[config.mk]
export PLATFORM = sky130hd
export DESIGN_NAME = touch_calibrate_and_track_unit_flat
export DESIGN_NICKNAME = d
export VERILOG_FILES = /design/src/sv/tcat_pkg.sv /design/src/sv/tcat_in_if.sv /design/src/sv/tcat_out_if.sv /design/src/sv/touch_calibrate_and_track_unit.sv /design/src/sv/tcat_lane.sv /design/src/flat_wrapper.sv
export SDC_FILE = /design/constraint.sdc
export NUM_CORES = 1
export LEC_CHECK = 0
export BUFFER_PORTS_ARGS = -buffer_cell sky130_fd_sc_hd__buf_2
export CAP_MARGIN = 5
export CORE_UTILIZATION = 65
export CTS_CLUSTER_DIAMETER = 100
export DETAILED_ROUTE_END_ITERATION = 6
export GPL_TIMING_DRIVEN = 0
export PLACE_DENSITY = 0.82
export SYNTH_ARGS = -nofsm -noshare
export SYNTH_HDL_FRONTEND = slang
export SYNTH_SLANG_ARGS = --single-unit
[constraint.sdc]
create_clock -name clk -period 6.8 [get_ports clk]
set_input_delay 2.04 -clock clk [delete_from_list [all_inputs] [get_ports clk]]
set_output_delay 2.04 -clock clk [all_outputs]
set_load 0.01 [all_outputs]
[src/sv/tcat_pkg.sv]
// ----------------------------------------------------------------------------
// tcat_pkg
// Shared types and constants for the touch calibrate and track unit.
// ----------------------------------------------------------------------------
package tcat_pkg;

  localparam int unsigned CFG_IDX_W = 3;

  typedef enum logic [CFG_IDX_W-1:0] {
    REG_HORIZ_MIN     = 3'd0,
    REG_HORIZ_MAX     = 3'd1,
    REG_VERT_MIN      = 3'd2,
    REG_VERT_MAX      = 3'd3,
    REG_SCREEN_WIDTH  = 3'd4,
    REG_SCREEN_HEIGHT = 3'd5,
    REG_ORIENTATION   = 3'd6
  } cfg_reg_t;

  typedef enum logic [1:0] {
    ST_NONE    = 2'd0,
    ST_EVENT   = 2'd1,
    ST_BAD_CAL = 2'd2
  } status_t;

  typedef enum logic [1:0] {
    PH_DOWN = 2'd0,
    PH_MOVE = 2'd1,
    PH_UP   = 2'd2
  } phase_t;

  localparam int unsigned ORI_W      = 3;
  localparam int unsigned ORI_SWAP   = 0;
  localparam int unsigned ORI_INV_H  = 1;
  localparam int unsigned ORI_INV_V  = 2;

  localparam int unsigned RST_RAW_MAX = 4095;
  localparam int unsigned RST_WIDTH   = 320;
  localparam int unsigned RST_HEIGHT  = 240;

  typedef struct packed {
    logic busy;
    logic inwin;
  } lane_stat_t;

endpackage

[src/sv/tcat_in_if.sv]
// ----------------------------------------------------------------------------
// tcat_in_if
// Sample channel: pen flag and raw X/Y readings with valid/ready.
// ----------------------------------------------------------------------------
interface tcat_in_if #(
  parameter int unsigned RAW_BITS = 12
);
  logic                valid;
  logic                ready;
  logic                touching;
  logic [RAW_BITS-1:0] raw_x;
  logic [RAW_BITS-1:0] raw_y;

  modport source (output valid, touching, raw_x, raw_y, input ready);
  modport sink   (input valid, touching, raw_x, raw_y, output ready);
endinterface

[src/sv/tcat_out_if.sv]
// ----------------------------------------------------------------------------
// tcat_out_if
// Event channel: status, phase and logical position with valid/ready.
// ----------------------------------------------------------------------------
interface tcat_out_if
  import tcat_pkg::*;
#(
  parameter int unsigned POS_BITS = 12
);
  logic                valid;
  logic                ready;
  status_t             status;
  phase_t              phase;
  logic [POS_BITS-1:0] pos_x;
  logic [POS_BITS-1:0] pos_y;

  modport source (output valid, status, phase, pos_x, pos_y, input ready);
  modport sink   (input valid, status, phase, pos_x, pos_y, output ready);
endinterface

[src/sv/touch_calibrate_and_track_unit.sv]
// ----------------------------------------------------------------------------
// touch_calibrate_and_track_unit
// Flow: idle takes a sample; a touching sample with a valid calibration
//   starts both axis lanes, others skip them; merge loads the event register.
// Throughput: one sample at a time, bound by the one-bit-per-cycle divider
//   in each axis lane; the next sample is taken while the previous event
//   still waits in the output register.
// Reset: synchronous rst_n restores register defaults, pen inactive, last
//   position zero.
// ----------------------------------------------------------------------------
module touch_calibrate_and_track_unit
  import tcat_pkg::*;
#(
  parameter int unsigned RAW_BITS = 12,
  parameter int unsigned POS_BITS = 12,
  localparam int unsigned CFG_W = (RAW_BITS > POS_BITS + 1) ? RAW_BITS : POS_BITS + 1
) (
  input  logic                 clk,
  input  logic                 rst_n,
  tcat_in_if.sink              in_ch,
  tcat_out_if.source           out_ch,
  input  logic                 cfg_we,
  input  logic [CFG_IDX_W-1:0] cfg_idx,
  input  logic [CFG_W-1:0]     cfg_wdata
);

  typedef enum logic [1:0] {
    S_IDLE,
    S_RUN,
    S_MERGE
  } state_t;

  state_t              state_r;
  logic [RAW_BITS-1:0] hmin_r, hmax_r, vmin_r, vmax_r;
  logic [POS_BITS:0]   width_r, height_r;
  logic [ORI_W-1:0]    orient_r;
  logic                pen_r;
  logic [POS_BITS-1:0] last_x_r, last_y_r;
  logic                bad_r;
  logic                touch_r;
  logic                out_valid_r;
  status_t             out_status_r;
  phase_t              out_phase_r;
  logic [POS_BITS-1:0] out_x_r, out_y_r;

  logic                in_fire;
  logic                bad_cal;
  logic                lane_start;
  logic                swap;
  logic [RAW_BITS-1:0] hraw, vraw;
  lane_stat_t          h_stat, v_stat;
  logic [POS_BITS-1:0] h_pos, v_pos;
  logic                out_free;
  logic                ok;
  status_t             status_nxt;
  phase_t              phase_nxt;
  logic [POS_BITS-1:0] x_nxt, y_nxt;
  logic                pen_nxt;

  assign in_ch.ready = (state_r == S_IDLE);
  assign in_fire     = in_ch.valid && in_ch.ready;
  assign bad_cal     = (hmin_r >= hmax_r) || (vmin_r >= vmax_r) ||
                       (width_r == '0) || (height_r == '0);
  assign lane_start  = in_fire && !bad_cal && in_ch.touching;
  assign swap        = orient_r[ORI_SWAP];
  assign hraw        = swap ? in_ch.raw_y : in_ch.raw_x;
  assign vraw        = swap ? in_ch.raw_x : in_ch.raw_y;

  tcat_lane #(.RAW_BITS(RAW_BITS), .POS_BITS(POS_BITS)) u_lane_h (
    .clk    (clk),
    .rst_n  (rst_n),
    .start  (lane_start),
    .raw    (hraw),
    .lo     (hmin_r),
    .hi     (hmax_r),
    .ext    (width_r),
    .mirror (orient_r[ORI_INV_H]),
    .stat   (h_stat),
    .pos    (h_pos)
  );

  tcat_lane #(.RAW_BITS(RAW_BITS), .POS_BITS(POS_BITS)) u_lane_v (
    .clk    (clk),
    .rst_n  (rst_n),
    .start  (lane_start),
    .raw    (vraw),
    .lo     (vmin_r),
    .hi     (vmax_r),
    .ext    (height_r),
    .mirror (orient_r[ORI_INV_V]),
    .stat   (v_stat),
    .pos    (v_pos)
  );

  // merge the two lanes into one event
  assign ok       = touch_r && h_stat.inwin && v_stat.inwin;
  assign out_free = !out_valid_r || out_ch.ready;

  always_comb begin
    status_nxt = ST_NONE;
    phase_nxt  = PH_DOWN;
    x_nxt      = '0;
    y_nxt      = '0;
    pen_nxt    = pen_r;
    if (bad_r) begin
      status_nxt = ST_BAD_CAL;
    end else if (!ok) begin
      if (pen_r) begin
        status_nxt = ST_EVENT;
        phase_nxt  = PH_UP;
        x_nxt      = last_x_r;
        y_nxt      = last_y_r;
        pen_nxt    = 1'b0;
      end
    end else begin
      status_nxt = ST_EVENT;
      phase_nxt  = pen_r ? PH_MOVE : PH_DOWN;
      x_nxt      = h_pos;
      y_nxt      = v_pos;
      pen_nxt    = 1'b1;
    end
  end

  always_ff @(posedge clk) begin
    if (!rst_n) begin
      hmin_r      <= '0;
      hmax_r      <= RAW_BITS'(RST_RAW_MAX);
      vmin_r      <= '0;
      vmax_r      <= RAW_BITS'(RST_RAW_MAX);
      width_r     <= (POS_BITS + 1)'(RST_WIDTH);
      height_r    <= (POS_BITS + 1)'(RST_HEIGHT);
      orient_r    <= '0;
      state_r     <= S_IDLE;
      pen_r       <= 1'b0;
      last_x_r    <= '0;
      last_y_r    <= '0;
      out_valid_r <= 1'b0;
    end else begin
      if (cfg_we) begin
        case (cfg_reg_t'(cfg_idx))
          REG_HORIZ_MIN:     hmin_r   <= cfg_wdata[RAW_BITS-1:0];
          REG_HORIZ_MAX:     hmax_r   <= cfg_wdata[RAW_BITS-1:0];
          REG_VERT_MIN:      vmin_r   <= cfg_wdata[RAW_BITS-1:0];
          REG_VERT_MAX:      vmax_r   <= cfg_wdata[RAW_BITS-1:0];
          REG_SCREEN_WIDTH:  width_r  <= cfg_wdata[POS_BITS:0];
          REG_SCREEN_HEIGHT: height_r <= cfg_wdata[POS_BITS:0];
          REG_ORIENTATION:   orient_r <= cfg_wdata[ORI_W-1:0];
          default: ;
        endcase
      end

      if (out_valid_r && out_ch.ready && (state_r != S_MERGE)) begin
        out_valid_r <= 1'b0;
      end

      case (state_r)
        S_IDLE: begin
          if (in_fire) begin
            bad_r   <= bad_cal;
            touch_r <= in_ch.touching;
            state_r <= lane_start ? S_RUN : S_MERGE;
          end
        end
        S_RUN: begin
          if (!h_stat.busy && !v_stat.busy) begin
            state_r <= S_MERGE;
          end
        end
        S_MERGE: begin
          if (out_free) begin
            out_valid_r  <= 1'b1;
            out_status_r <= status_nxt;
            out_phase_r  <= phase_nxt;
            out_x_r      <= x_nxt;
            out_y_r      <= y_nxt;
            pen_r        <= pen_nxt;
            if (!bad_r && ok) begin
              last_x_r <= x_nxt;
              last_y_r <= y_nxt;
            end
            state_r <= S_IDLE;
          end
        end
        default: begin
          state_r <= S_IDLE;
        end
      endcase
    end
  end

  assign out_ch.valid  = out_valid_r;
  assign out_ch.status = out_status_r;
  assign out_ch.phase  = out_phase_r;
  assign out_ch.pos_x  = out_x_r;
  assign out_ch.pos_y  = out_y_r;

endmodule

[src/sv/tcat_lane.sv]
// ----------------------------------------------------------------------------
// tcat_lane
// One axis: window check, optional mirror, multiply by extent-1, then a
// shift-subtract divide by the span, one quotient bit per cycle.
// ----------------------------------------------------------------------------
module tcat_lane
  import tcat_pkg::*;
#(
  parameter int unsigned RAW_BITS = 12,
  parameter int unsigned POS_BITS = 12
) (
  input  logic                clk,
  input  logic                rst_n,
  input  logic                start,
  input  logic [RAW_BITS-1:0] raw,
  input  logic [RAW_BITS-1:0] lo,
  input  logic [RAW_BITS-1:0] hi,
  input  logic [POS_BITS:0]   ext,
  input  logic                mirror,
  output lane_stat_t          stat,
  output logic [POS_BITS-1:0] pos
);

  localparam int unsigned PW    = RAW_BITS + POS_BITS + 1;
  localparam int unsigned CNT_W = $clog2(PW + 1);

  typedef enum logic [1:0] {
    L_IDLE,
    L_MUL,
    L_DIV
  } lstate_t;

  lstate_t             state_r;
  logic                inwin_r;
  logic [RAW_BITS-1:0] span_r;
  logic [RAW_BITS-1:0] off_r;
  logic [POS_BITS:0]   extm1_r;
  logic [RAW_BITS:0]   rem_r;
  logic [PW-1:0]       quo_r;
  logic [CNT_W-1:0]    cnt_r;

  logic [RAW_BITS-1:0] span;
  logic [RAW_BITS-1:0] off;
  logic [PW-1:0]       prod;
  logic [RAW_BITS:0]   shifted;
  logic [RAW_BITS:0]   diff;
  logic                ge;
  logic [RAW_BITS:0]   rem_nxt;

  assign span    = hi - lo;
  assign off     = raw - lo;
  assign prod    = off_r * extm1_r;
  assign shifted = {rem_r[RAW_BITS-1:0], quo_r[PW-1]};
  assign ge      = shifted >= {1'b0, span_r};
  assign diff    = shifted - {1'b0, span_r};
  assign rem_nxt = ge ? diff : shifted;

  always_ff @(posedge clk) begin
    if (!rst_n) begin
      state_r <= L_IDLE;
    end else begin
      case (state_r)
        L_IDLE: begin
          if (start) begin
            inwin_r <= (raw >= lo) && (raw <= hi);
            span_r  <= span;
            off_r   <= mirror ? (span - off) : off;
            extm1_r <= ext - 1'b1;
            state_r <= L_MUL;
          end
        end
        L_MUL: begin
          quo_r   <= prod;
          rem_r   <= '0;
          cnt_r   <= '0;
          state_r <= L_DIV;
        end
        L_DIV: begin
          rem_r <= rem_nxt;
          quo_r <= {quo_r[PW-2:0], ge};
          cnt_r <= cnt_r + 1'b1;
          if (cnt_r == CNT_W'(PW - 1)) begin
            state_r <= L_IDLE;
          end
        end
        default: begin
          state_r <= L_IDLE;
        end
      endcase
    end
  end

  // saturate quotients that overflow the position width
  assign pos = (|quo_r[PW-1:POS_BITS]) ? {POS_BITS{1'b1}} : quo_r[POS_BITS-1:0];

  assign stat.busy  = (state_r != L_IDLE);
  assign stat.inwin = inwin_r;

endmodule

[src/flat_wrapper.sv]
// flat-port wrapper written by rule: the top's interface ports become plain ports
module touch_calibrate_and_track_unit_flat import tcat_pkg::*;
#(
  parameter int unsigned RAW_BITS = 12,
  parameter int unsigned POS_BITS = 12,
  localparam int unsigned CFG_W = (RAW_BITS > POS_BITS + 1) ? RAW_BITS : POS_BITS + 1
)
  (clk, rst_n, cfg_we, cfg_idx, cfg_wdata, in_ch_valid, in_ch_touching, in_ch_raw_x, in_ch_raw_y, in_ch_ready, out_ch_valid, out_ch_status, out_ch_phase, out_ch_pos_x, out_ch_pos_y, out_ch_ready);
  tcat_in_if #(.RAW_BITS(RAW_BITS)) in_ch_i ();
  tcat_out_if #(.POS_BITS(POS_BITS)) out_ch_i ();
  input  logic clk;
  input  logic rst_n;
  input  logic cfg_we;
  input  logic [CFG_IDX_W-1:0] cfg_idx;
  input  logic [CFG_W-1:0] cfg_wdata;
  input wire logic [$bits(in_ch_i.valid)-1:0] in_ch_valid;
  input wire logic [$bits(in_ch_i.touching)-1:0] in_ch_touching;
  input wire logic [$bits(in_ch_i.raw_x)-1:0] in_ch_raw_x;
  input wire logic [$bits(in_ch_i.raw_y)-1:0] in_ch_raw_y;
  output wire logic [$bits(in_ch_i.ready)-1:0] in_ch_ready;
  output wire logic [$bits(out_ch_i.valid)-1:0] out_ch_valid;
  output wire logic [$bits(out_ch_i.status)-1:0] out_ch_status;
  output wire logic [$bits(out_ch_i.phase)-1:0] out_ch_phase;
  output wire logic [$bits(out_ch_i.pos_x)-1:0] out_ch_pos_x;
  output wire logic [$bits(out_ch_i.pos_y)-1:0] out_ch_pos_y;
  input wire logic [$bits(out_ch_i.ready)-1:0] out_ch_ready;
  assign in_ch_i.valid = in_ch_valid;
  assign in_ch_i.touching = in_ch_touching;
  assign in_ch_i.raw_x = in_ch_raw_x;
  assign in_ch_i.raw_y = in_ch_raw_y;
  assign in_ch_ready = in_ch_i.ready;
  assign out_ch_valid = out_ch_i.valid;
  assign out_ch_status = out_ch_i.status;
  assign out_ch_phase = out_ch_i.phase;
  assign out_ch_pos_x = out_ch_i.pos_x;
  assign out_ch_pos_y = out_ch_i.pos_y;
  assign out_ch_i.ready = out_ch_ready;
  touch_calibrate_and_track_unit #(.RAW_BITS(RAW_BITS), .POS_BITS(POS_BITS)) u_core (.clk(clk), .rst_n(rst_n), .in_ch(in_ch_i), .out_ch(out_ch_i), .cfg_we(cfg_we), .cfg_idx(cfg_idx), .cfg_wdata(cfg_wdata));
endmodule
---- Word level (Yosys, flattened, before mapping) ----
Index checks and enable logic that the tools add are counted.
cells by class
  add/subtract/negate cells ............... 12
  bitwise operators ....................... 1
  multiply operators ...................... 2
  equal/unequal tests ..................... 22
  reduce and logical (&&, ||, !) cells .... 50
  magnitude comparators ................... 8
  mux-type cells .......................... 38
operators by type and width
  operator                                                                  number
  12-bit two-way mux                                                        14
  25-bit one-hot mux with 2 select lines                                    2
  12-bit subtractor                                                         8
  12-bit by 13-bit multiplier with 25-bit output                            2
  12-bit >= comparator                                                      4
  12-bit one-hot mux with 2 select lines                                    2
  13-bit by 12-bit >= comparator with 1-bit output                          2
  13-bit logical NOT                                                        2
  13-bit OR reduction                                                       2
  13-bit by 1-bit subtractor with 13-bit output (second input constant)     2
  12-bit less-or-equal comparator                                           2
  2-bit AND reduction                                                       11
  3-bit AND reduction                                                       7
  5-bit one-hot mux with 2 select lines                                     2
  2-bit two-way mux                                                         9
  2-bit one-hot mux with 3 select lines                                     3
  1-bit logical AND                                                         11
  5-bit by 1-bit adder with 5-bit output (second input constant)            2
  5-bit equality test (second input constant)                               2
  3-bit equality test (second input constant)                               3
  2-bit by 1-bit inequality test with 1-bit output (second input constant)  4
  2-bit inequality test (second input constant)                             4
  2-bit nonzero test                                                        4
  2-bit by 1-bit equality test with 1-bit output (second input constant)    3
  other kinds (9)                                                           26
storage, ports and cells
  input bits .............................. 46
  bits in registers ....................... 299
  word-level logic and storage cells ...... 167
  output and inout port bits .............. 30

---- Logic depth before layout (Yosys ltp) ----
  word-level depth ........................ 10
  depth in mapped cells ................... 20
  mapped depth without buffers ............ 19

---- By module ----
From an unflattened synthesis, not the netlist that was laid out.
unflattened totals
  cells, all modules ...................... 2,999
  area total of the unflattened synthesis .. 27,930.5 um2
by module, submodules not included
  module                          area an instance (um2)  cells an instance  times used  sequential area each (um2)
  tcat_lane at u_core.u_lane_v    10,926.7                1,195              1           2,442.3
  tcat_lane at u_core.u_lane_h    10,920.5                1,191              1           2,442.3
  touch_calibrate_and_track_unit  6,083.3                 613                1           3,002.9

---- Least setup slack after synthesis ----
Ideal clock, no wire load.
  path kind ............................... register to register
  from .................................... reg u_core.u_lane_h.off_r[6]
  to ...................................... reg u_core.u_lane_h.quo_r[20] (data pin)
  data arrival time ....................... 5.019 ns
  data required time ...................... 6.543 ns
  setup slack ............................. 1.524 ns
  buffers on the path ..................... 1
  cell stages (with the launch flop) ...... 19
  path through ............................ edfxtp_1 > clkbuf_1 > and2_1 > fa_1 > inv_1 > fa_1 > inv_1 > fa_1 > fa_1 > inv_1 > fa_1 > inv_1 > ha_1 > a21oi_1 > o21ai_0 > nor3b_1 > o41ai_1 > a21boi_0 > a2bb2oi_1
between the ends
  word-level cells in the longest chain between the ends .. 2
ends and longest elaborated chain
  element                                         RTL line         source
  start, declared                                 tcat_lane.sv:36  logic [RAW_BITS-1:0] off_r;
  start signal, assigned                          tcat_lane.sv:67  off_r <= mirror ? (span - off) : off;
  12-bit by 13-bit multiplier with 25-bit output  tcat_lane.sv:52  assign prod = off_r * extm1_r;
  25-bit one-hot mux with 2 select lines          tcat_lane.sv:62  case (state_r)
  end signal, assigned                            tcat_lane.sv:73  quo_r <= prod;
  end signal, assigned                            tcat_lane.sv:80  quo_r <= {quo_r[PW-2:0], ge};
  end, declared                                   tcat_lane.sv:39  logic [PW-1:0] quo_r;
Every way passes these cells.
A chain may end at the register's enable or synchronous reset.

---- Final worst setup path ----
  from .................................... reg u_core.u_lane_h.off_r[3]
  to ...................................... reg u_core.u_lane_h.quo_r[20] (data pin)
The elaborated chain is that of the path after synthesis.

==> impl_metrics.ini <==
[outcome]
outcome = finished, final reports clean

[synthesis]
ys_seq_area_share_pct = 29.2
synth_cell_type_count = 71
async_flop_share_pct = 0
syn_nets = 3494
syn_avg_cell_area_um2 = 9.13
synth_seq_cells = 299
ys_warn_count = 0
syn_inst = 2963
netlist_area_mm2 = 0.0270
ys.flop_type = edfxtp_1
synth-edff-count = 190

[drt]
wl_per_cell_um = 18.7
drt-initial-drc-count = 1552
vias = 21700
drc = 0
wl_um = 67700
dr.pass1.iters = 7
ant_nets = 0
viasPerCell = 5.98

[timing]
hold_slack_ns = 0.457
final_max_slew_viol_count = 0
setup_tns_ns = 0
fmax_ghz = 0.161
tightest_slew_ns = 1.00
rsz0062_at_grt = no
finClkSkew_ns = 0.0301
maxSlewHeadroom_pct = 33.3
post-route-min-period_ns = 6.20
hold_viol = 0
setup_viol = 0
fin_crit_sh_pct = 91.2

[critical_path]
crit_family = adder cells
path_cells = clkbuf_1, nand2_1, fa_1, inv_1, fa_1, fa_1, fa_1, inv_1, fa_1, inv_1, ha_1, a21oi_1, nor2b_1, o21a_1, o41ai_1, a21boi_0, a2bb2oi_1
cp_num_buf_inv = 4
crit_type = reg -> reg
worstSetupEndpointType = flip-flop
crit_path_frequent_cell = fa_1
arrival_ns = 6.53
cp-start-kind = flip-flop
worst-path-max-fanout = 10
cp.required_ns = 7.13
cpPeakStageDelay_ns = 0.82
cp_slowest_cell = o41ai_1

[global_routing]
grt_pass1_wl_um = 109000
overflow = 0
antenna_found_initial = 1
grt_pass1_vias = 21700
grt_usage_pct = 32.6
grt_max_degree = 43

[clock_network]
cts_tree = built
clock_latency_ns = 0.59
clock-sinks = 299
root_buffer = clkbuf_16
post_cts_buffers = 0
cts_hold_repair.buffers = 0
htree_levels = 1
cts.reportedPaths.clkPinSlew_ns = 0.06
clockBufferDepth = 3
cts_buffers = 31
cts_resized = 0

[final_layout]
layout-drive-gt1-share_pct = 5.94
finalInstanceArea_mm2 = 0.0292
final_nets = 3605
antenna_cells = 0
syn_to_final_growth_pct = 8.00

[placement]
portBuffers = 74
dp_hpwl_um = 54900
placed_cell_area_mm2 = 0.0282
routabilityCongestion = 0.959

[die]
dieHeight_um = 206
fp.coreArea_mm2 = 0.0409
rows = 74
die_x_um = 206
io_pins = 76
start_util_pct = 66.1
die_area_mm2 = 0.0424

[power_and_ir_drop]
p_leak_uw = 0.0129
max-vdd-ir-drop_v = 0.000343
powerDensity_mw_per_mm2 = 294

[job]
maxCapViolations = 0

[hold_path]
min_path_type = reg -> reg
-- path summary, 6_finish.rpt --
kind         slack [ns]                                   to  cells after the start                                from
min reg2reg        0.46        u_core.hmin_r[5]$_SDFFE_PN0P_                      2       u_core.hmin_r[5]$_SDFFE_PN0P_
min                0.46        u_core.hmin_r[5]$_SDFFE_PN0P_                      2       u_core.hmin_r[5]$_SDFFE_PN0P_
max reg2reg        0.60  u_core.u_lane_h.quo_r[20]$_DFFE_PP_                     17  u_core.u_lane_h.off_r[3]$_DFFE_PP_
max                0.60  u_core.u_lane_h.quo_r[20]$_DFFE_PP_                     17  u_core.u_lane_h.off_r[3]$_DFFE_PP_
-- routing by layer --
| metal | GRT usage [%] | wire length, µm |
|---|---|---|
| met1 | 42.3 | 27500 |
| met3 | 4.54 | 5040 |
| met4 | 12.0 | 2510 |
| met2 | 55.4 | 32700 |
| met5 | 0 | 0 |
-- power by group --
| group | leakage [µW] | internal [µW] | switching [µW] |
|---|---|---|---|
| clock network | 0.000489 | 953 | 746 |
| registers | 0.00260 | 2310 | 101 |
| logic | 0.00979 | 1890 | 2600 |
-- stage by stage --
step | std cells | worst slack (ns) | total power (µW) | util [%]
after floorplan | 2963 | 1.52 | 5830 | -
after global placement | 3569 | 0.725 | 6660 | 68.6
after detailed placement | 3573 | 0.656 | 6860 | 68.9
after CTS | 3631 | 0.678 | 8560 | 71.4
after global routing | 3631 | 0.184 | 9270 | 71.4
final | 3631 | 0.600 | 8600 | 71.4
-- final cells by class --
type                    count  area (µm²)
flip-flops and latches    299        7890
clock buffers              36         825
well taps                 532         666
multi-input cells        2123       17200
inverters                 435        1630
plain buffers             106         399
repair buffers             78         458
fillers                  3127       11700
clock inverters            22         196
-- sequential cells by signal, summed over array words and instances (netlist names), 13 cells and up --
signal	flops
u_core.width_r	13
u_core.height_r	13
u_core.u_lane_h.quo_r	25
u_core.u_lane_v.extm1_r	13
u_core.u_lane_v.quo_r	25
u_core.u_lane_h.extm1_r	13
-- cell usage after synthesis (51+ instances only) --
cell / n / area [µm²]
nor2_1: 162 / 608
nand2_1: 460 / 1730
edfxtp_1: 190 / 5710
clkbuf_1: 100 / 375
o21ai_0: 122 / 611
xor2_1: 51 / 447
and2_1: 120 / 751
xnor2_1: 68 / 596
fa_1: 228 / 4560
dfxtp_1: 109 / 2180
mux2i_1: 59 / 591
inv_1: 434 / 1630
a21oi_1: 140 / 701
ha_1: 257 / 3220
-- placed cells by master, fill, tap and decap left out, drive strengths merged, types with 59 or more instances in the layout --
master	instances
a21oi	140
and2	120
buf	84
clkbuf	136
dfxtp	109
edfxtp	190
fa	228
ha	257
inv	437
mux2i	59
nand2	460
nor2	162
o21ai	122
xnor2	68
-- tightest hold or removal path, stage by stage, from the launching register on --
cell and delay (ns):
dfxtp_1 0.31, nand2_1 0.05, a21oi_1 0.05
-- logic make-up after synthesis --
kind of cell | share of synthesized area (%)
AND/OR/NAND/NOR | 16.0
buffers and inverters | 7.51
adder cells (fa/ha/maj) | 28.8
AO/OA/AOI/OAI | 11.2
flip-flops | 29.2
XOR/XNOR | 3.85
multiplexers | 3.52
No activity file was read; power rests on OpenSTA's default activity.
